**config.mk**
```make
export PLATFORM = sky130hd
export DESIGN_NAME = i2c_master_register_access_unit_flat
export DESIGN_NICKNAME = d
export VERILOG_FILES = /design/src/rtl/core/i2cm_pkg.sv /design/src/rtl/core/i2cm_if.sv /design/src/rtl/core/i2cm_core.sv /design/src/rtl/core/i2c_master_register_access_unit.sv /design/src/flat_wrapper.sv
export SDC_FILE = /design/constraint.sdc
export NUM_CORES = 1
export LEC_CHECK = 0
export BUFFER_PORTS_ARGS = -buffer_cell sky130_fd_sc_hd__buf_4
export CAP_MARGIN = 40
export CORE_MARGIN = 3
export CORE_UTILIZATION = 55
export CTS_BUF_LIST = sky130_fd_sc_hd__clkbuf_4 sky130_fd_sc_hd__clkbuf_8
export DETAILED_ROUTE_END_ITERATION = 6
export PLACE_DENSITY = 0.81
export SYNTH_ARGS = -nofsm -noshare
export SYNTH_HDL_FRONTEND = slang
export SYNTH_SLANG_ARGS = --single-unit
```
**constraint.sdc**
```tcl
create_clock -name clk_i -period 9.5 [get_ports clk_i]
set_clock_uncertainty 0.2 [all_clocks]
set_input_delay 1.425 -clock clk_i [delete_from_list [all_inputs] [get_ports clk_i]]
set_output_delay 1.425 -clock clk_i [all_outputs]
set_load 0.05 [all_outputs]
```
**src/rtl/core/i2cm_pkg.sv**
```systemverilog
package i2cm_pkg;

  localparam int unsigned HalfW    = 16;
  localparam int unsigned TimeoutW = 10;
  localparam int unsigned LenW     = 5;
  localparam int unsigned CfgW     = 16;
  localparam int unsigned CfgIdxW  = 2;

  localparam logic [1:0] FUNC_TICK  = 2'd0;
  localparam logic [1:0] FUNC_PUSH  = 2'd1;
  localparam logic [1:0] FUNC_WRITE = 2'd2;
  localparam logic [1:0] FUNC_READ  = 2'd3;

  localparam logic [1:0] STATUS_OK     = 2'd0;
  localparam logic [1:0] STATUS_BUSERR = 2'd1;
  localparam logic [1:0] STATUS_NOACK  = 2'd2;

  localparam logic [CfgIdxW-1:0] CFG_DEV_ADDR = 2'd0;
  localparam logic [CfgIdxW-1:0] CFG_HALF     = 2'd1;
  localparam logic [CfgIdxW-1:0] CFG_TIMEOUT  = 2'd2;

  typedef struct packed {
    logic [7:0]          dev_addr;
    logic [HalfW-1:0]    half_ticks;
    logic [TimeoutW-1:0] ack_timeout;
  } cfg_t;

  typedef struct packed {
    logic       scl_out;
    logic       sda_out;
    logic [7:0] read_byte;
    logic       read_valid;
    logic       read_last;
    logic       done_res;
    logic [1:0] status;
    logic       busy_res;
  } res_t;

endpackage

```
**src/rtl/core/i2cm_if.sv**
```systemverilog
interface i2cm_req_if;
  logic       valid;
  logic       ready;
  logic [1:0] func;
  logic [7:0] reg_address;
  logic [7:0] data_byte;
  logic [4:0] length;
  logic       sda_in;

  modport source (
    output valid, func, reg_address, data_byte, length, sda_in,
    input  ready
  );
  modport sink (
    input  valid, func, reg_address, data_byte, length, sda_in,
    output ready
  );
endinterface

interface i2cm_res_if;
  logic       valid;
  logic       ready;
  logic       scl_out;
  logic       sda_out;
  logic [7:0] read_byte;
  logic       read_valid;
  logic       read_last;
  logic       done_res;
  logic [1:0] status;
  logic       busy_res;

  modport source (
    output valid, scl_out, sda_out, read_byte, read_valid, read_last, done_res, status,
           busy_res,
    input  ready
  );
  modport sink (
    input  valid, scl_out, sda_out, read_byte, read_valid, read_last, done_res, status,
           busy_res,
    output ready
  );
endinterface

```
**src/rtl/core/i2cm_core.sv**
```systemverilog
module i2cm_core
  import i2cm_pkg::*;
#(
  parameter int unsigned BUFFER_DEPTH = 16
) (
  input  logic            clk_i,
  input  logic            rst_ni,
  input  logic            step_i,
  input  logic [1:0]      func_i,
  input  logic [7:0]      reg_address_i,
  input  logic [7:0]      data_byte_i,
  input  logic [LenW-1:0] length_i,
  input  logic            sda_in_i,
  input  cfg_t            cfg_i,
  output res_t            res_o
);

  localparam int unsigned MaxCnt = (BUFFER_DEPTH > 16) ? BUFFER_DEPTH : 16;
  localparam int unsigned CntW   = $clog2(MaxCnt + 1);
  localparam int unsigned CmpW   = (CntW > LenW) ? CntW : LenW;
  localparam int unsigned AddrW  = (BUFFER_DEPTH > 1) ? $clog2(BUFFER_DEPTH) : 1;
  localparam int unsigned MaxRead = 16;

  // ceil(h / 5) as ((h + 4) * 104858) >> 19, exact for 17-bit operands
  localparam int unsigned RelW   = HalfW + 1;
  localparam int unsigned ProdW  = 2 * RelW;
  localparam logic [ProdW-1:0] RelMul = ProdW'(104858);
  localparam int unsigned RelShift = 19;

  localparam logic [4:0] PH_IDLE     = 5'd0;
  localparam logic [4:0] PH_ST_REL   = 5'd1;
  localparam logic [4:0] PH_ST_HIGH  = 5'd2;
  localparam logic [4:0] PH_ST_LOW   = 5'd3;
  localparam logic [4:0] PH_ST_HOLD  = 5'd4;
  localparam logic [4:0] PH_TX_HIGH  = 5'd5;
  localparam logic [4:0] PH_TX_LOW   = 5'd6;
  localparam logic [4:0] PH_ACK_POLL = 5'd7;
  localparam logic [4:0] PH_ACK_HIGH = 5'd8;
  localparam logic [4:0] PH_ACK_LOW  = 5'd9;
  localparam logic [4:0] PH_RX_REL   = 5'd10;
  localparam logic [4:0] PH_RX_HIGH  = 5'd11;
  localparam logic [4:0] PH_RX_LOW   = 5'd12;
  localparam logic [4:0] PH_MA_HIGH  = 5'd13;
  localparam logic [4:0] PH_MA_LOW   = 5'd14;
  localparam logic [4:0] PH_SP_LOW   = 5'd15;
  localparam logic [4:0] PH_SP_HIGH  = 5'd16;

  localparam logic [2:0] ST_NONE  = 3'd0;
  localparam logic [2:0] ST_ADDR  = 3'd1;
  localparam logic [2:0] ST_REG   = 3'd2;
  localparam logic [2:0] ST_DATA  = 3'd3;
  localparam logic [2:0] ST_RADDR = 3'd4;

  logic [4:0]          phase_q, phase_d;
  logic [2:0]          stage_q, stage_d;
  logic [3:0]          bit_q, bit_d;
  logic [7:0]          shift_q, shift_d;
  logic [CntW-1:0]     bc_q, bc_d;
  logic [HalfW-1:0]    delay_q, delay_d;
  logic [TimeoutW-1:0] poll_q, poll_d;
  logic                is_read_q, is_read_d;
  logic [7:0]          sreg_q, sreg_d;
  logic [LenW-1:0]     slen_q, slen_d;
  logic                scl_q, scl_d;
  logic                sda_q, sda_d;
  logic [1:0]          end_q, end_d;

  logic [7:0]          mem_q [BUFFER_DEPTH];
  logic [7:0]          rdata_q;
  logic                mem_we;
  logic [AddrW-1:0]    mem_waddr;
  logic [AddrW-1:0]    mem_raddr;

  logic [HalfW-1:0]    h;
  logic [TimeoutW-1:0] lim;
  logic [RelW-1:0]     rel_sum;
  logic [ProdW-1:0]    rel_prod;
  logic [HalfW-1:0]    rel_ticks;
  logic [CntW-1:0]     bc_inc;
  logic                last_byte;
  logic [TimeoutW:0]   poll_inc;
  logic [3:0]          bit_inc;
  logic [7:0]          rx_shift;

  assign h         = (cfg_i.half_ticks == '0) ? HalfW'(1) : cfg_i.half_ticks;
  assign lim       = (cfg_i.ack_timeout == '0) ? TimeoutW'(1) : cfg_i.ack_timeout;
  assign rel_sum   = {1'b0, h} + RelW'(4);
  assign rel_prod  = ProdW'(rel_sum) * RelMul;
  assign rel_ticks = HalfW'(rel_prod >> RelShift);
  assign bc_inc    = bc_q + CntW'(1);
  assign last_byte = CmpW'(bc_inc) >= CmpW'(slen_q);
  assign poll_inc  = {1'b0, poll_q} + (TimeoutW + 1)'(1);
  assign bit_inc   = bit_q + 4'd1;
  assign rx_shift  = {shift_q[6:0], sda_in_i};

  always_comb begin
    logic            do_tx;
    logic [7:0]      tx_byte;
    logic            do_stop;
    logic [1:0]      stop_st;
    logic            do_start;
    logic            do_rx;
    logic            do_send;
    logic [CntW-1:0] send_bc;

    do_tx    = 1'b0;
    tx_byte  = '0;
    do_stop  = 1'b0;
    stop_st  = STATUS_OK;
    do_start = 1'b0;
    do_rx    = 1'b0;
    do_send  = 1'b0;
    send_bc  = bc_q;

    phase_d   = phase_q;
    stage_d   = stage_q;
    bit_d     = bit_q;
    shift_d   = shift_q;
    bc_d      = bc_q;
    delay_d   = delay_q;
    poll_d    = poll_q;
    is_read_d = is_read_q;
    sreg_d    = sreg_q;
    slen_d    = slen_q;
    scl_d     = scl_q;
    sda_d     = sda_q;
    end_d     = end_q;
    mem_we    = 1'b0;
    mem_waddr = bc_q[AddrW-1:0];
    res_o     = '0;

    if (step_i) begin
      if (func_i == FUNC_TICK) begin
        if (phase_q == PH_IDLE) begin
          phase_d = PH_IDLE;
        end else if (phase_q == PH_ACK_POLL) begin
          if (!sda_in_i) begin
            phase_d = PH_ACK_HIGH;
            scl_d   = 1'b1;
            sda_d   = 1'b1;
            delay_d = h;
          end else begin
            poll_d = poll_inc[TimeoutW-1:0];
            if (poll_inc >= {1'b0, lim}) begin
              do_stop = 1'b1;
              stop_st = STATUS_NOACK;
            end
          end
        end else if (delay_q > HalfW'(1)) begin
          delay_d = delay_q - HalfW'(1);
        end else begin
          unique case (phase_q)
            PH_ST_REL: begin
              phase_d = PH_ST_HIGH;
              scl_d   = 1'b1;
              sda_d   = 1'b1;
              delay_d = h;
            end
            PH_ST_HIGH: begin
              if (!sda_in_i) begin
                do_stop = 1'b1;
                stop_st = STATUS_BUSERR;
              end else begin
                phase_d = PH_ST_LOW;
                scl_d   = 1'b1;
                sda_d   = 1'b0;
                delay_d = h;
              end
            end
            PH_ST_LOW: begin
              if (sda_in_i) begin
                do_stop = 1'b1;
                stop_st = STATUS_BUSERR;
              end else begin
                phase_d = PH_ST_HOLD;
                scl_d   = 1'b0;
                sda_d   = 1'b0;
                delay_d = h;
              end
            end
            PH_ST_HOLD: begin
              do_tx = 1'b1;
              if (is_read_q && stage_q == ST_REG) begin
                stage_d = ST_RADDR;
                tx_byte = cfg_i.dev_addr + 8'd1;
              end else begin
                stage_d = ST_ADDR;
                tx_byte = cfg_i.dev_addr;
              end
            end
            PH_TX_HIGH: begin
              phase_d = PH_TX_LOW;
              scl_d   = 1'b0;
              delay_d = h;
            end
            PH_TX_LOW: begin
              bit_d = bit_inc;
              if (bit_inc >= 4'd8) begin
                poll_d  = '0;
                phase_d = PH_ACK_POLL;
                scl_d   = 1'b1;
                sda_d   = 1'b1;
                delay_d = '0;
              end else begin
                shift_d = {shift_q[6:0], 1'b0};
                phase_d = PH_TX_HIGH;
                scl_d   = 1'b1;
                sda_d   = shift_q[6];
                delay_d = h;
              end
            end
            PH_ACK_HIGH: begin
              phase_d = PH_ACK_LOW;
              scl_d   = 1'b0;
              sda_d   = 1'b1;
              delay_d = h;
            end
            PH_ACK_LOW: begin
              case (stage_q)
                ST_ADDR: begin
                  stage_d = ST_REG;
                  do_tx   = 1'b1;
                  tx_byte = sreg_q;
                end
                ST_REG: begin
                  if (is_read_q) begin
                    do_start = 1'b1;
                  end else begin
                    do_send = 1'b1;
                  end
                end
                ST_DATA: begin
                  bc_d    = bc_inc;
                  send_bc = bc_inc;
                  do_send = 1'b1;
                end
                default: begin
                  bc_d  = '0;
                  do_rx = 1'b1;
                end
              endcase
            end
            PH_RX_REL: begin
              bit_d   = '0;
              shift_d = '0;
              phase_d = PH_RX_HIGH;
              scl_d   = 1'b1;
              sda_d   = 1'b1;
              delay_d = h;
            end
            PH_RX_HIGH: begin
              shift_d = rx_shift;
              bit_d   = bit_inc;
              if (bit_inc >= 4'd8) begin
                res_o.read_byte  = rx_shift;
                res_o.read_valid = 1'b1;
                res_o.read_last  = last_byte;
              end
              phase_d = PH_RX_LOW;
              scl_d   = 1'b0;
              sda_d   = 1'b1;
              delay_d = h;
            end
            PH_RX_LOW: begin
              scl_d   = 1'b1;
              delay_d = h;
              if (bit_q < 4'd8) begin
                phase_d = PH_RX_HIGH;
                sda_d   = 1'b1;
              end else begin
                phase_d = PH_MA_HIGH;
                sda_d   = last_byte;
              end
            end
            PH_MA_HIGH: begin
              phase_d = PH_MA_LOW;
              scl_d   = 1'b0;
              delay_d = h;
            end
            PH_MA_LOW: begin
              bc_d = bc_inc;
              if (last_byte) begin
                do_stop = 1'b1;
                stop_st = STATUS_OK;
              end else begin
                do_rx = 1'b1;
              end
            end
            PH_SP_LOW: begin
              phase_d = PH_SP_HIGH;
              scl_d   = 1'b1;
              sda_d   = 1'b0;
              delay_d = h;
            end
            default: begin
              phase_d        = PH_IDLE;
              scl_d          = 1'b1;
              sda_d          = 1'b1;
              delay_d        = '0;
              res_o.done_res = 1'b1;
              res_o.status   = end_q;
              bc_d           = '0;
              bit_d          = '0;
              stage_d        = ST_NONE;
            end
          endcase
        end
      end else if (phase_q == PH_IDLE) begin
        if (func_i == FUNC_PUSH) begin
          if (bc_q < CntW'(BUFFER_DEPTH)) begin
            mem_we = 1'b1;
            bc_d   = bc_inc;
          end
        end else begin
          is_read_d = (func_i == FUNC_READ);
          sreg_d    = reg_address_i;
          slen_d    = length_i;
          if (func_i == FUNC_READ) begin
            if (length_i == '0) begin
              slen_d = LenW'(1);
            end else if (length_i > LenW'(MaxRead)) begin
              slen_d = LenW'(MaxRead);
            end
          end else if (int'(length_i) > BUFFER_DEPTH) begin
            slen_d = LenW'(BUFFER_DEPTH);
          end
          bc_d     = '0;
          bit_d    = '0;
          poll_d   = '0;
          stage_d  = ST_NONE;
          do_start = 1'b1;
        end
      end

      if (do_send) begin
        if (CmpW'(send_bc) < CmpW'(slen_q)) begin
          stage_d = ST_DATA;
          do_tx   = 1'b1;
          tx_byte = rdata_q;
        end else begin
          do_stop = 1'b1;
          stop_st = STATUS_OK;
        end
      end
      if (do_tx) begin
        shift_d = tx_byte;
        bit_d   = '0;
        phase_d = PH_TX_HIGH;
        scl_d   = 1'b1;
        sda_d   = tx_byte[7];
        delay_d = h;
      end
      if (do_stop) begin
        end_d   = stop_st;
        phase_d = PH_SP_LOW;
        scl_d   = 1'b0;
        sda_d   = 1'b0;
        delay_d = h;
      end
      if (do_start) begin
        phase_d = PH_ST_REL;
        sda_d   = 1'b1;
        delay_d = h;
      end
      if (do_rx) begin
        phase_d = PH_RX_REL;
        scl_d   = 1'b0;
        sda_d   = 1'b1;
        delay_d = rel_ticks;
      end
    end

    res_o.scl_out  = scl_d;
    res_o.sda_out  = sda_d;
    res_o.busy_res = (phase_d != PH_IDLE);
  end

  // prefetch the entry the next data byte will come from
  assign mem_raddr = bc_d[AddrW-1:0] + AddrW'(stage_d == ST_DATA);

  always_ff @(posedge clk_i) begin
    if (mem_we) begin
      mem_q[mem_waddr] <= data_byte_i;
    end
    if (step_i) begin
      rdata_q <= mem_q[mem_raddr];
    end
  end

  always_ff @(posedge clk_i or negedge rst_ni) begin
    if (!rst_ni) begin
      phase_q   <= PH_IDLE;
      stage_q   <= ST_NONE;
      bit_q     <= '0;
      shift_q   <= '0;
      bc_q      <= '0;
      delay_q   <= '0;
      poll_q    <= '0;
      is_read_q <= 1'b0;
      sreg_q    <= '0;
      slen_q    <= '0;
      scl_q     <= 1'b1;
      sda_q     <= 1'b1;
      end_q     <= STATUS_OK;
    end else begin
      phase_q   <= phase_d;
      stage_q   <= stage_d;
      bit_q     <= bit_d;
      shift_q   <= shift_d;
      bc_q      <= bc_d;
      delay_q   <= delay_d;
      poll_q    <= poll_d;
      is_read_q <= is_read_d;
      sreg_q    <= sreg_d;
      slen_q    <= slen_d;
      scl_q     <= scl_d;
      sda_q     <= sda_d;
      end_q     <= end_d;
    end
  end

endmodule

```
**src/rtl/core/i2c_master_register_access_unit.sv**
```systemverilog
// channel   dir  handshake      payload
// req_if    in   valid/ready    func, reg_address, data_byte, length, sda_in
// res_if    out  valid/ready    scl_out, sda_out, read_byte, read_valid, read_last,
//                               done_res, status, busy_res
// cfg       in   cfg_we_i       cfg_index_i, cfg_wdata_i
//
// one request is taken per cycle; its result is in the output register on the next cycle
// a request is taken while a result waits, as long as that result leaves in the same cycle
// each request is one state machine tick, or a command that is applied only while idle
// rst_ni clears the state machine and output valid; the config registers take defaults
// the write buffer is not cleared; its entries are defined once pushed
module i2c_master_register_access_unit
  import i2cm_pkg::*;
#(
  parameter int unsigned BUFFER_DEPTH = 16
) (
  input  logic               clk_i,
  input  logic               rst_ni,
  i2cm_req_if.sink           req_if,
  i2cm_res_if.source         res_if,
  input  logic               cfg_we_i,
  input  logic [CfgIdxW-1:0] cfg_index_i,
  input  logic [CfgW-1:0]    cfg_wdata_i
);

  cfg_t cfg_q;
  res_t res_d;
  res_t res_q;
  logic valid_q;
  logic step;

  assign req_if.ready = !valid_q || res_if.ready;
  assign step         = req_if.valid && req_if.ready;

  always_ff @(posedge clk_i or negedge rst_ni) begin
    if (!rst_ni) begin
      cfg_q.dev_addr    <= 8'd180;
      cfg_q.half_ticks  <= HalfW'(5);
      cfg_q.ack_timeout <= TimeoutW'(500);
    end else if (cfg_we_i) begin
      unique case (cfg_index_i)
        CFG_DEV_ADDR: cfg_q.dev_addr    <= cfg_wdata_i[7:0];
        CFG_HALF:     cfg_q.half_ticks  <= cfg_wdata_i[HalfW-1:0];
        CFG_TIMEOUT:  cfg_q.ack_timeout <= cfg_wdata_i[TimeoutW-1:0];
        default: ;
      endcase
    end
  end

  i2cm_core #(
    .BUFFER_DEPTH (BUFFER_DEPTH)
  ) u_core (
    .clk_i         (clk_i),
    .rst_ni        (rst_ni),
    .step_i        (step),
    .func_i        (req_if.func),
    .reg_address_i (req_if.reg_address),
    .data_byte_i   (req_if.data_byte),
    .length_i      (req_if.length),
    .sda_in_i      (req_if.sda_in),
    .cfg_i         (cfg_q),
    .res_o         (res_d)
  );

  always_ff @(posedge clk_i or negedge rst_ni) begin
    if (!rst_ni) begin
      valid_q <= 1'b0;
    end else if (step) begin
      valid_q <= 1'b1;
    end else if (res_if.ready) begin
      valid_q <= 1'b0;
    end
  end

  always_ff @(posedge clk_i) begin
    if (step) begin
      res_q <= res_d;
    end
  end

  assign res_if.valid      = valid_q;
  assign res_if.scl_out    = res_q.scl_out;
  assign res_if.sda_out    = res_q.sda_out;
  assign res_if.read_byte  = res_q.read_byte;
  assign res_if.read_valid = res_q.read_valid;
  assign res_if.read_last  = res_q.read_last;
  assign res_if.done_res   = res_q.done_res;
  assign res_if.status     = res_q.status;
  assign res_if.busy_res   = res_q.busy_res;

  a_done_idle: assert property (@(posedge clk_i) disable iff (!rst_ni)
    res_if.valid && res_if.done_res |-> !res_if.busy_res)
    else $error("done result still busy");

  a_rx_busy: assert property (@(posedge clk_i) disable iff (!rst_ni)
    res_if.valid && res_if.read_valid |-> res_if.busy_res && !res_if.done_res)
    else $error("received byte outside a transaction");

  a_status_done: assert property (@(posedge clk_i) disable iff (!rst_ni)
    res_if.valid && res_if.status != STATUS_OK |-> res_if.done_res)
    else $error("status without done");

  a_stall_blocks: assert property (@(posedge clk_i) disable iff (!rst_ni)
    res_if.valid && !res_if.ready |-> !req_if.ready)
    else $error("request taken over a stalled result");

endmodule

```
**src/flat_wrapper.sv**
```systemverilog
// flat-port wrapper written by rule: the top's interface ports become plain ports
module i2c_master_register_access_unit_flat import i2cm_pkg::*;
#(
  parameter int unsigned BUFFER_DEPTH = 16
)
  (clk_i, rst_ni, cfg_we_i, cfg_index_i, cfg_wdata_i, req_if_valid, req_if_func, req_if_reg_address, req_if_data_byte, req_if_length, req_if_sda_in, req_if_ready, res_if_valid, res_if_scl_out, res_if_sda_out, res_if_read_byte, res_if_read_valid, res_if_read_last, res_if_done_res, res_if_status, res_if_busy_res, res_if_ready);
  i2cm_req_if req_if_i ();
  i2cm_res_if res_if_i ();
  input  logic clk_i;
  input  logic rst_ni;
  input  logic cfg_we_i;
  input  logic [CfgIdxW-1:0] cfg_index_i;
  input  logic [CfgW-1:0] cfg_wdata_i;
  input wire logic [$bits(req_if_i.valid)-1:0] req_if_valid;
  input wire logic [$bits(req_if_i.func)-1:0] req_if_func;
  input wire logic [$bits(req_if_i.reg_address)-1:0] req_if_reg_address;
  input wire logic [$bits(req_if_i.data_byte)-1:0] req_if_data_byte;
  input wire logic [$bits(req_if_i.length)-1:0] req_if_length;
  input wire logic [$bits(req_if_i.sda_in)-1:0] req_if_sda_in;
  output wire logic [$bits(req_if_i.ready)-1:0] req_if_ready;
  output wire logic [$bits(res_if_i.valid)-1:0] res_if_valid;
  output wire logic [$bits(res_if_i.scl_out)-1:0] res_if_scl_out;
  output wire logic [$bits(res_if_i.sda_out)-1:0] res_if_sda_out;
  output wire logic [$bits(res_if_i.read_byte)-1:0] res_if_read_byte;
  output wire logic [$bits(res_if_i.read_valid)-1:0] res_if_read_valid;
  output wire logic [$bits(res_if_i.read_last)-1:0] res_if_read_last;
  output wire logic [$bits(res_if_i.done_res)-1:0] res_if_done_res;
  output wire logic [$bits(res_if_i.status)-1:0] res_if_status;
  output wire logic [$bits(res_if_i.busy_res)-1:0] res_if_busy_res;
  input wire logic [$bits(res_if_i.ready)-1:0] res_if_ready;
  assign req_if_i.valid = req_if_valid;
  assign req_if_i.func = req_if_func;
  assign req_if_i.reg_address = req_if_reg_address;
  assign req_if_i.data_byte = req_if_data_byte;
  assign req_if_i.length = req_if_length;
  assign req_if_i.sda_in = req_if_sda_in;
  assign req_if_ready = req_if_i.ready;
  assign res_if_valid = res_if_i.valid;
  assign res_if_scl_out = res_if_i.scl_out;
  assign res_if_sda_out = res_if_i.sda_out;
  assign res_if_read_byte = res_if_i.read_byte;
  assign res_if_read_valid = res_if_i.read_valid;
  assign res_if_read_last = res_if_i.read_last;
  assign res_if_done_res = res_if_i.done_res;
  assign res_if_status = res_if_i.status;
  assign res_if_busy_res = res_if_i.busy_res;
  assign res_if_i.ready = res_if_ready;
  i2c_master_register_access_unit #(.BUFFER_DEPTH(BUFFER_DEPTH)) u_core (.clk_i(clk_i), .rst_ni(rst_ni), .req_if(req_if_i), .res_if(res_if_i), .cfg_we_i(cfg_we_i), .cfg_index_i(cfg_index_i), .cfg_wdata_i(cfg_wdata_i));
endmodule
```
==> results of run 1 <==
state kept, by name, indices dropped and copies added (netlist names), 2 cells and up:
name	flops
u_core.cfg_q	34
u_core.res_if.read_byte	8
u_core.res_if.status	2
u_core.u_core.bc_q	5
u_core.u_core.bit_q	4
u_core.u_core.delay_q	16
u_core.u_core.end_q	2
u_core.u_core.mem_q	128
u_core.u_core.phase_q	5
u_core.u_core.poll_q	10
u_core.u_core.rdata_q	8
u_core.u_core.shift_q	7
u_core.u_core.slen_q	5
u_core.u_core.sreg_q	8
u_core.u_core.stage_q	3
layout make-up:
type / instances / area (um^2)
multi-input combinational: 1186 / 10300
clock inverter: 20 / 216
timing repair buffer: 103 / 801
fill: 2593 / 12300
tap: 442 / 553
clock buffer: 56 / 696
inverter: 197 / 739
sequential: 255 / 7160
cell usage in the layout, fill, tap and decap left out, drive strengths merged, types with 6 or more instances in the layout:
| cell type | n |
|---|---|
| clkbuf | 56 |
| and3 | 24 |
| nor2 | 102 |
| dfstp | 14 |
| clkinv | 11 |
| inv | 200 |
| edfxtp | 152 |
| nand3b | 9 |
| xor2 | 26 |
| a21oi | 66 |
| mux2 | 40 |
| o22ai | 12 |
| a31oi | 12 |
| dfrtp | 89 |
| or2 | 6 |
| a21o | 16 |
| nor4 | 13 |
| a221oi | 6 |
| a22oi | 16 |
| nand4 | 12 |
| nand3 | 47 |
| nor3 | 27 |
| o211ai | 10 |
| mux2i | 32 |
| o21ai | 84 |
| or3 | 10 |
| a211oi | 12 |
| xnor2 | 36 |
| nand2 | 123 |
| fa | 86 |
| o31ai | 14 |
| and2 | 23 |
| buf | 103 |
| nand2b | 14 |
| ha | 167 |
| nor2b | 14 |
| mux4 | 32 |
through the flow:
step | utilization [%] | instance area [um^2] | cells | hold WS (ps)
floorplan | - | 18500 | 1703 | 244
global placement | 59.1 | 19400 | 2163 | 270
detailed placement | 59.6 | 19600 | 2181 | 272
CTS | 62.4 | 20500 | 2257 | 287
global route | 62.5 | 20500 | 2259 | 315
finish | 62.5 | 20500 | 2259 | 288
worst max-delay path by stage:
stage                     depth (start not counted)                    startpoint                               endpoint
after floorplan                                  28  u_core.cfg_q[13]$_DFFE_PN0P_   u_core.u_core.delay_q[5]$_DFFE_PN0P_
after global placement                           19                req_if_func[1]     u_core.u_core.rdata_q[2]$_DFFE_PP_
after global routing                             29  u_core.cfg_q[13]$_DFFE_PN0P_  u_core.u_core.delay_q[14]$_DFFE_PN0P_
after detailed placement                         29  u_core.cfg_q[13]$_DFFE_PN0P_  u_core.u_core.delay_q[14]$_DFFE_PN0P_
final                                            29  u_core.cfg_q[13]$_DFFE_PN0P_  u_core.u_core.delay_q[14]$_DFFE_PN0P_
after CTS                                        29  u_core.cfg_q[13]$_DFFE_PN0P_  u_core.u_core.delay_q[14]$_DFFE_PN0P_
worst min-delay path: stages (launching register included):
cell and delay [ps]:
dfrtp_1 350, nand2_1 50, nand2_1 60
routing by layer:
layer  vias to the layer above  part of all wire [%]
li1                       6307                     -
met1                      7025                    42
met2                       819                    43
met3                       118                    12
met4                         2                   2.5
met5                         -                 0.032
cells by family after synthesis:
logic type / Yosys count / share of synthesized area, %
simple gates: 446 / 12.2
compound gates: 320 / 11.6
buf+inv: 262 / 5.58
flops: 255 / 38.8
fa+ha+maj: 254 / 20.7
mux: 104 / 8.07
xor+xnor: 62 / 3.08
==> run metrics, run 1 <==
Max clock buf depth=3; die height=189 um; Post-synth ARST share=40.4%; worst min-delay path class=flop to flop; setup TNS=0 ps; antenna violations before repair=1; die area=35,800 um^2; Pre-antenna DRT Iters=6; antenna cells=0; CP most frequent cell=inv_1; postcts setup bufs=0; Worst path max stage delay=640 ps; Synth top area share=24.7%; Vias/cell=6.32; area leader, netlist=edfxtp_1; flops & latches, synth=255; Starting Density=56.4%; outcome=finished, final reports clean; Sink Count=255; WL per Instance=23.2 um; initial DRC count=1,879; crit-path max FO=6; post-route clock period utilization=88.7%; Clock transition at path regs=60 ps; hold depth=2; Placer Congestion=0.995; EDFF count, synth=152; die extent in x=189 um; worst r2r src=u_core.cfg_q[13]$_DFFE_PN0P_; Layout area overhead=10.8%; Slew @ Worst Pin=909 ps; met3 usage=8.57%; share of layout cells above drive strength 1=15.9%; cts repair resizes=0; synthesized net count=2,003; critical path capture point type=flop; largest net degree at the start of global routing=47; ys flop type=edfxtp_1; routed vias=14,300; fmax=119 MHz; sequential fraction of the synthesis area=38.8%; Slew Limit Headroom=39.2%; worst r2r path cells=29; grt total ovfl=0; input/output buffers=64; Hold Buf Count CTS=0; Mapped Avg Cell Area=10.8 um^2; CTS root buf=clkbuf_8; met1 usage in global routing=43.7%; Warnings, synthesis=0; Core Area=32,800 um^2; Site Rows=66; top cells by area, synth=edfxtp_1, dfrtp_1, ha_1, fa_1, inv_1; CP Data Required Time=9720 ps; CTS tree=yes; first-pass GRT wire length=82.0 mm; crit path time final=8430 ps; mapped cell area=18,500 um^2; WP buf/inv=6; pre-CTS WS=1180 ps; Hold Startpoint=u_core.u_core.sreg_q[2]$_DFFE_PN0P_; Post-synth top cells=inv_1, ha_1, edfxtp_1; Distinct cells, synth=98; vias in the first global route=14,100; Top Usage Layer GRT=met1; final worst setup slack=1070 ps; Crit path max-delay family=adder cells; RSZ-0062 raised after global routing=false; hold path endpoint=u_core.u_core.sreg_q[2]$_DFFE_PN0P_; Synth Instances=1,703; endpoints failing hold=0; num ports=65; Setup Crit Path Kind=flop to flop; drt total wl=52.4 mm; Worst Setup Start Kind=flop; CTS H-Tree Depth=2; M2 GR Usage=43.2%; Max Slew Vio Count=0; r2r endpoint=u_core.u_core.delay_q[14]$_DFFE_PN0P_; Post-DP HPWL=40.0 mm; DR DRC count=0; Routed Antenna Nets=0; CP max-delay cell=a2111oi_0; Clk Latency, worst-skew pair=570 ps; CP Data Arrival Time=8650 ps; GRT Util Overall=29.5%; final setup fails=0; most common cell in the netlist=inv_1; number of nets in the final layout=2,084; R2R setup slack=1070 ps; total CTS buffers=41; Max Cap Violations=0
Power of run 1 is not shown: default switching activity piles up to over one toggle a cycle in this logic, so the estimate is an artifact.
==> inputs of run 2 (changes only) <==
CORE_UTILIZATION = 45   (was 55)
CTS_CLUSTER_SIZE = 20   (was default)
PLACE_DENSITY = 0.7   (was 0.81)
==> run 2 against run 1 <==
Effect of this change: register-to-register slack hardly changed; fmax hardly changed; non-clock buffer count is 4 higher; cell area is 0.63% higher; utilization is 11 points lower; worst hold slack better by 3.0 ps; global-route usage is 5.9 points lower; wire length is 1.3% lower; largest cell class unchanged; highest routed layer is now met4.
==> run metrics, run 2 (synthesis gave the netlist of run 1 again) <==
die area=43,500 um^2; worst r2r path cells=27; crit-path max FO=6; drt total wl=51.7 mm; hold path endpoint=u_core.u_core.sreg_q[2]$_DFFE_PN0P_; post-route clock period utilization=88.7%; share of layout cells above drive strength 1=16.1%; postcts setup bufs=0; hold depth=2; Routed Antenna Nets=0; endpoints failing hold=0; Area after DPL=19,700 um^2; antenna violations before repair=2; Max clock buf depth=3; die extent in x=209 um; R2R setup slack=1080 ps; Core Area=40,100 um^2; num ports=65; CP most frequent cell=fa_1; r2r endpoint=u_core.u_core.delay_q[11]$_DFFE_PN0P_; crit path time final=8420 ps; CTS root buf=clkbuf_8; Max Slew Vio Count=0; critical path capture point type=flop; routed vias=13,900; Hold Startpoint=u_core.u_core.sreg_q[2]$_DFFE_PN0P_; total CTS buffers=42; input/output buffers=64; Slew Limit Headroom=39.5%; DR DRC count=0; outcome=finished, final reports clean; RSZ-0062 raised after global routing=false; Max Cap Violations=0; CP Data Arrival Time=8720 ps; Starting Density=46.1%; worst r2r src=u_core.cfg_q[13]$_DFFE_PN0P_; WL per Instance=22.0 um; number of nets in the final layout=2,089; worst hold margin=291 ps; Worst path max stage delay=690 ps; biggest regs=u_core.u_core.mem_q (128), u_core.cfg_q (34), u_core.u_core.delay_q (16); fmax=119 MHz; cell area after layout=20,600 um^2; CP max-delay cell=a2111oi_0; die height=209 um; Vias/cell=5.91; Hold Buf Count CTS=0; Placer Congestion=1.01; Setup Crit Path Kind=flop to flop; final setup fails=0; Slew @ Worst Pin=906 ps; cts repair resizes=0; Post-DP HPWL=39.9 mm; Largest Register=u_core.u_core.mem_q; Site Rows=73; largest net degree at the start of global routing=56; grt total ovfl=0; vias in the first global route=13,700; most common cell after layout, fill and taps aside=inv_1; setup TNS=0 ps; GRT Util Overall=23.6%; Sink Count=255; Largest register FFs=128; initial DRC count=1,278; CTS tree=yes; Pre-antenna DRT Iters=6; Clock transition at path regs=60 ps; filler instances=3,504; first-pass GRT wire length=81.2 mm; CP Data Required Time=9800 ps; CTS H-Tree Depth=2; commonest non-fill, non-tap cells in the layout=inv_1, ha_1, edfxtp_1; Worst Setup Start Kind=flop; worst min-delay path class=flop to flop; Clk Latency, worst-skew pair=590 ps; Layout area overhead=11.5%
## run 2: how the worst max path moves through the flow
stage                                       from  slack, ps  depth (start not counted)                                    end
detailed placement  u_core.cfg_q[13]$_DFFE_PN0P_       1220                         27  u_core.u_core.delay_q[11]$_DFFE_PN0P_
global route        u_core.cfg_q[13]$_DFFE_PN0P_        580                         29  u_core.u_core.delay_q[11]$_DFFE_PN0P_
CTS                 u_core.cfg_q[13]$_DFFE_PN0P_       1170                         27  u_core.u_core.delay_q[11]$_DFFE_PN0P_
finish              u_core.cfg_q[13]$_DFFE_PN0P_       1080                         27  u_core.u_core.delay_q[11]$_DFFE_PN0P_
floorplan           u_core.cfg_q[13]$_DFFE_PN0P_       2450                         28   u_core.u_core.delay_q[5]$_DFFE_PN0P_
global placement                  req_if_func[1]       1260                         19     u_core.u_core.rdata_q[2]$_DFFE_PP_
## run 2: layer usage
layer  vias up  wire length [um]  track usage [%]
li1       6308                 -                -
met1      6850             23800             36.4
met2       663             21800             33.8
met3        64              5380             6.43
met4         0               774             4.27
met5         -                 0                0
## run 2: area by class of cell
| cell class | instances | area (um^2) | area share (%) |
|---|---|---|---|
| multi-input combinational | 1186 | 10300 | 50.0 |
| sequential | 255 | 7160 | 34.7 |
| timing repair buffer | 107 | 836 | 4.06 |
| inverter | 197 | 739 | 3.59 |
| clock buffer | 59 | 712 | 3.45 |
| tap | 525 | 657 | 3.19 |
| clock inverter | 19 | 188 | 0.911 |
| antenna | 1 | 2.50 | 0.0121 |
## run 2: worst max-delay path, delay by kind of cell (launching register included)
family	cells	cell delay, ps
xor gates and xnor gates	2	520
adders and majority gates	8	3670
buffers and inverters	4	390
and+or+nand+nor	9	1670
AOI/OAI and AO/OA	4	1410
DFF	1	450
## run 2: per-stage QoR
stage / setup slack, ps / util, % / cells
3_3_place_gp: 1260 / 48.6 / 2245
4_1_cts: 1170 / 51.4 / 2348
5_1_grt: 579 / 51.4 / 2349
6_report: 1080 / 51.4 / 2349
3_5_place_dp: 1220 / 49.1 / 2270
2_1_floorplan: 2450 / - / 1703
Power of run 2 is left out for the same reason.
==> inputs of run 3 (changes only) <==
CORE_MARGIN = 2   (was 3)
==> run 3 against run 2 <==
Effect of this change: the flow now finishes with violations (DRC); cell count grew 0.26%; wire length shrank 1.1%; critical endpoint unchanged; utilization shrank 0.86 points; non-clock buffer count shrank 1; critical path type unchanged; via count grew 0.96%; fmax grew 2.3%; largest cell class unchanged; first-iteration DRC count grew 16%; worst hold slack lost 16 ps; global-route usage grew 0.82 points.
==> run metrics, run 3 (synthesis gave the netlist of run 1 again) <==
Max clock buf depth=3; Max Cap Violations=0; antenna violations before repair=2; vias in the first global route=13,800; final worst setup slack=1270 ps; Clock transition at path regs=60 ps; outcome=finished with violations; fmax=121 MHz; post-route clock period utilization=86.7%; cts repair resizes=0; Routed Antenna Nets=0; CP Data Arrival Time=8540 ps; WL per Instance=21.7 um; GRT Util Overall=24.4%; CTS tree=yes; Post-DP HPWL=39.2 mm; drt total wl=51.2 mm; RSZ-0062 raised after global routing=false; WP buf/inv=6; final setup fails=0; first-pass GRT wire length=79.6 mm; CP Data Required Time=9800 ps; Placer Congestion=1.00; most common cell after layout, fill and taps aside=inv_1; Max Slew Vio Count=0; Vias/cell=5.95; Slew Limit Headroom=37.6%; postcts setup bufs=0; DR DRC count=8; input/output buffers=64; biggest regs=u_core.u_core.mem_q (128), u_core.cfg_q (34), u_core.u_core.delay_q (16); die area=42,700 um^2; total CTS buffers=42; CP max-delay cell=a2111oi_0; critical path capture point type=flop; Site Rows=74; die extent in x=207 um; Worst Setup Start Kind=flop; Slew @ Worst Pin=929 ps; share of layout cells above drive strength 1=15.8%; CP most frequent cell=inv_1; Worst path max stage delay=640 ps; Hold Buf Count CTS=0; setup TNS=0 ps; crit-path max FO=6; Starting Density=45.5%; pre-CTS WS=1060 ps; commonest non-fill, non-tap cells in the layout=inv_1, ha_1, edfxtp_1; routed vias=14,000; worst min-delay path class=flop to flop; crit path time final=8230 ps; Largest Register=u_core.u_core.mem_q; Pre-antenna DRT Iters=7; Clk Latency, worst-skew pair=590 ps; num ports=65; failing checks=DRC; Core Area=40,600 um^2; CTS H-Tree Depth=2; die height=207 um; initial DRC count=1,486; Layout area overhead=11.2%; filler instances=3,585; grt total ovfl=0; endpoints failing hold=0; Largest register FFs=128; Crit path max-delay family=adder cells; largest net degree at the start of global routing=60; Sink Count=255; Setup Crit Path Kind=flop to flop; number of nets in the final layout=2,088; CTS root buf=clkbuf_8
-- run 3: changes by cell type in the layout (fill, tap and decap cells not counted), sizes merged --
cell,before,now
diode,1,2
clkinv,13,16
buf,107,105
dlymetal6s2s,0,1
bufinv,3,0
clkinvlp,0,1
clkbuf,59,57
-- run 3: routing by layer --
layer  vias to the layer above  GRT usage [%]  share of wire (%)
li1                       6314              -                  -
met1                      6892           36.9                 45
met2                       705           35.5                 43
met3                       105           5.79                 10
met4                         2           5.61                2.1
met5                         -              0              0.020
-- run 3: metrics by stage --
step | area [um^2] | hold WS (ps) | utilization, % | instances
after floorplan | 18500 | 244 | - | 1703
after global placement | 19500 | 265 | 48.0 | 2252
after detailed placement | 19700 | 271 | 48.5 | 2275
after CTS | 20500 | 278 | 50.5 | 2352
after global routing | 20500 | 297 | 50.5 | 2354
final | 20500 | 275 | 50.5 | 2355
-- run 3: worst paths after layout --
kind	start	endpoint	slack [ps]	cells after the start
min in group asynchronous	rst_ni	u_core.u_core.stage_q[2]$_DFF_PN0_	730	1
min	u_core.u_core.bit_q[2]$_DFFE_PN0P_	u_core.u_core.bit_q[2]$_DFFE_PN0P_	270	1
min reg2reg	u_core.u_core.bit_q[2]$_DFFE_PN0P_	u_core.u_core.bit_q[2]$_DFFE_PN0P_	270	1
max in group asynchronous	rst_ni	u_core.u_core.shift_q[4]$_DFFE_PN0P_	7230	2
max	u_core.cfg_q[13]$_DFFE_PN0P_	u_core.u_core.delay_q[11]$_DFFE_PN0P_	1270	29
max reg2reg	u_core.cfg_q[13]$_DFFE_PN0P_	u_core.u_core.delay_q[11]$_DFFE_PN0P_	1270	29
-- run 3: area by class of cell --
class                   count  area [um^2]  share of cell area (%)
repair buffers            106          841                    4.09
well taps                 532          666                    3.24
inverters                 197          739                    3.60
multi-input cells        1186        10300                    50.2
flip-flops and latches    255         7160                    34.9
diodes                      2         5.00                  0.0244
clock inverters            20          114                   0.554
clock buffers              57          703                    3.42
-- run 3: worst register-to-register path, delay by kind of cell (launching register included) --
family          cells  cell delay (ps)
fa+ha+maj           8             3490
simple gates        9             1690
compound gates      4             1340
buf+inv             6              550
xor+xnor            2              470
flops               1              430
Power of run 3 is left out for the same reason.
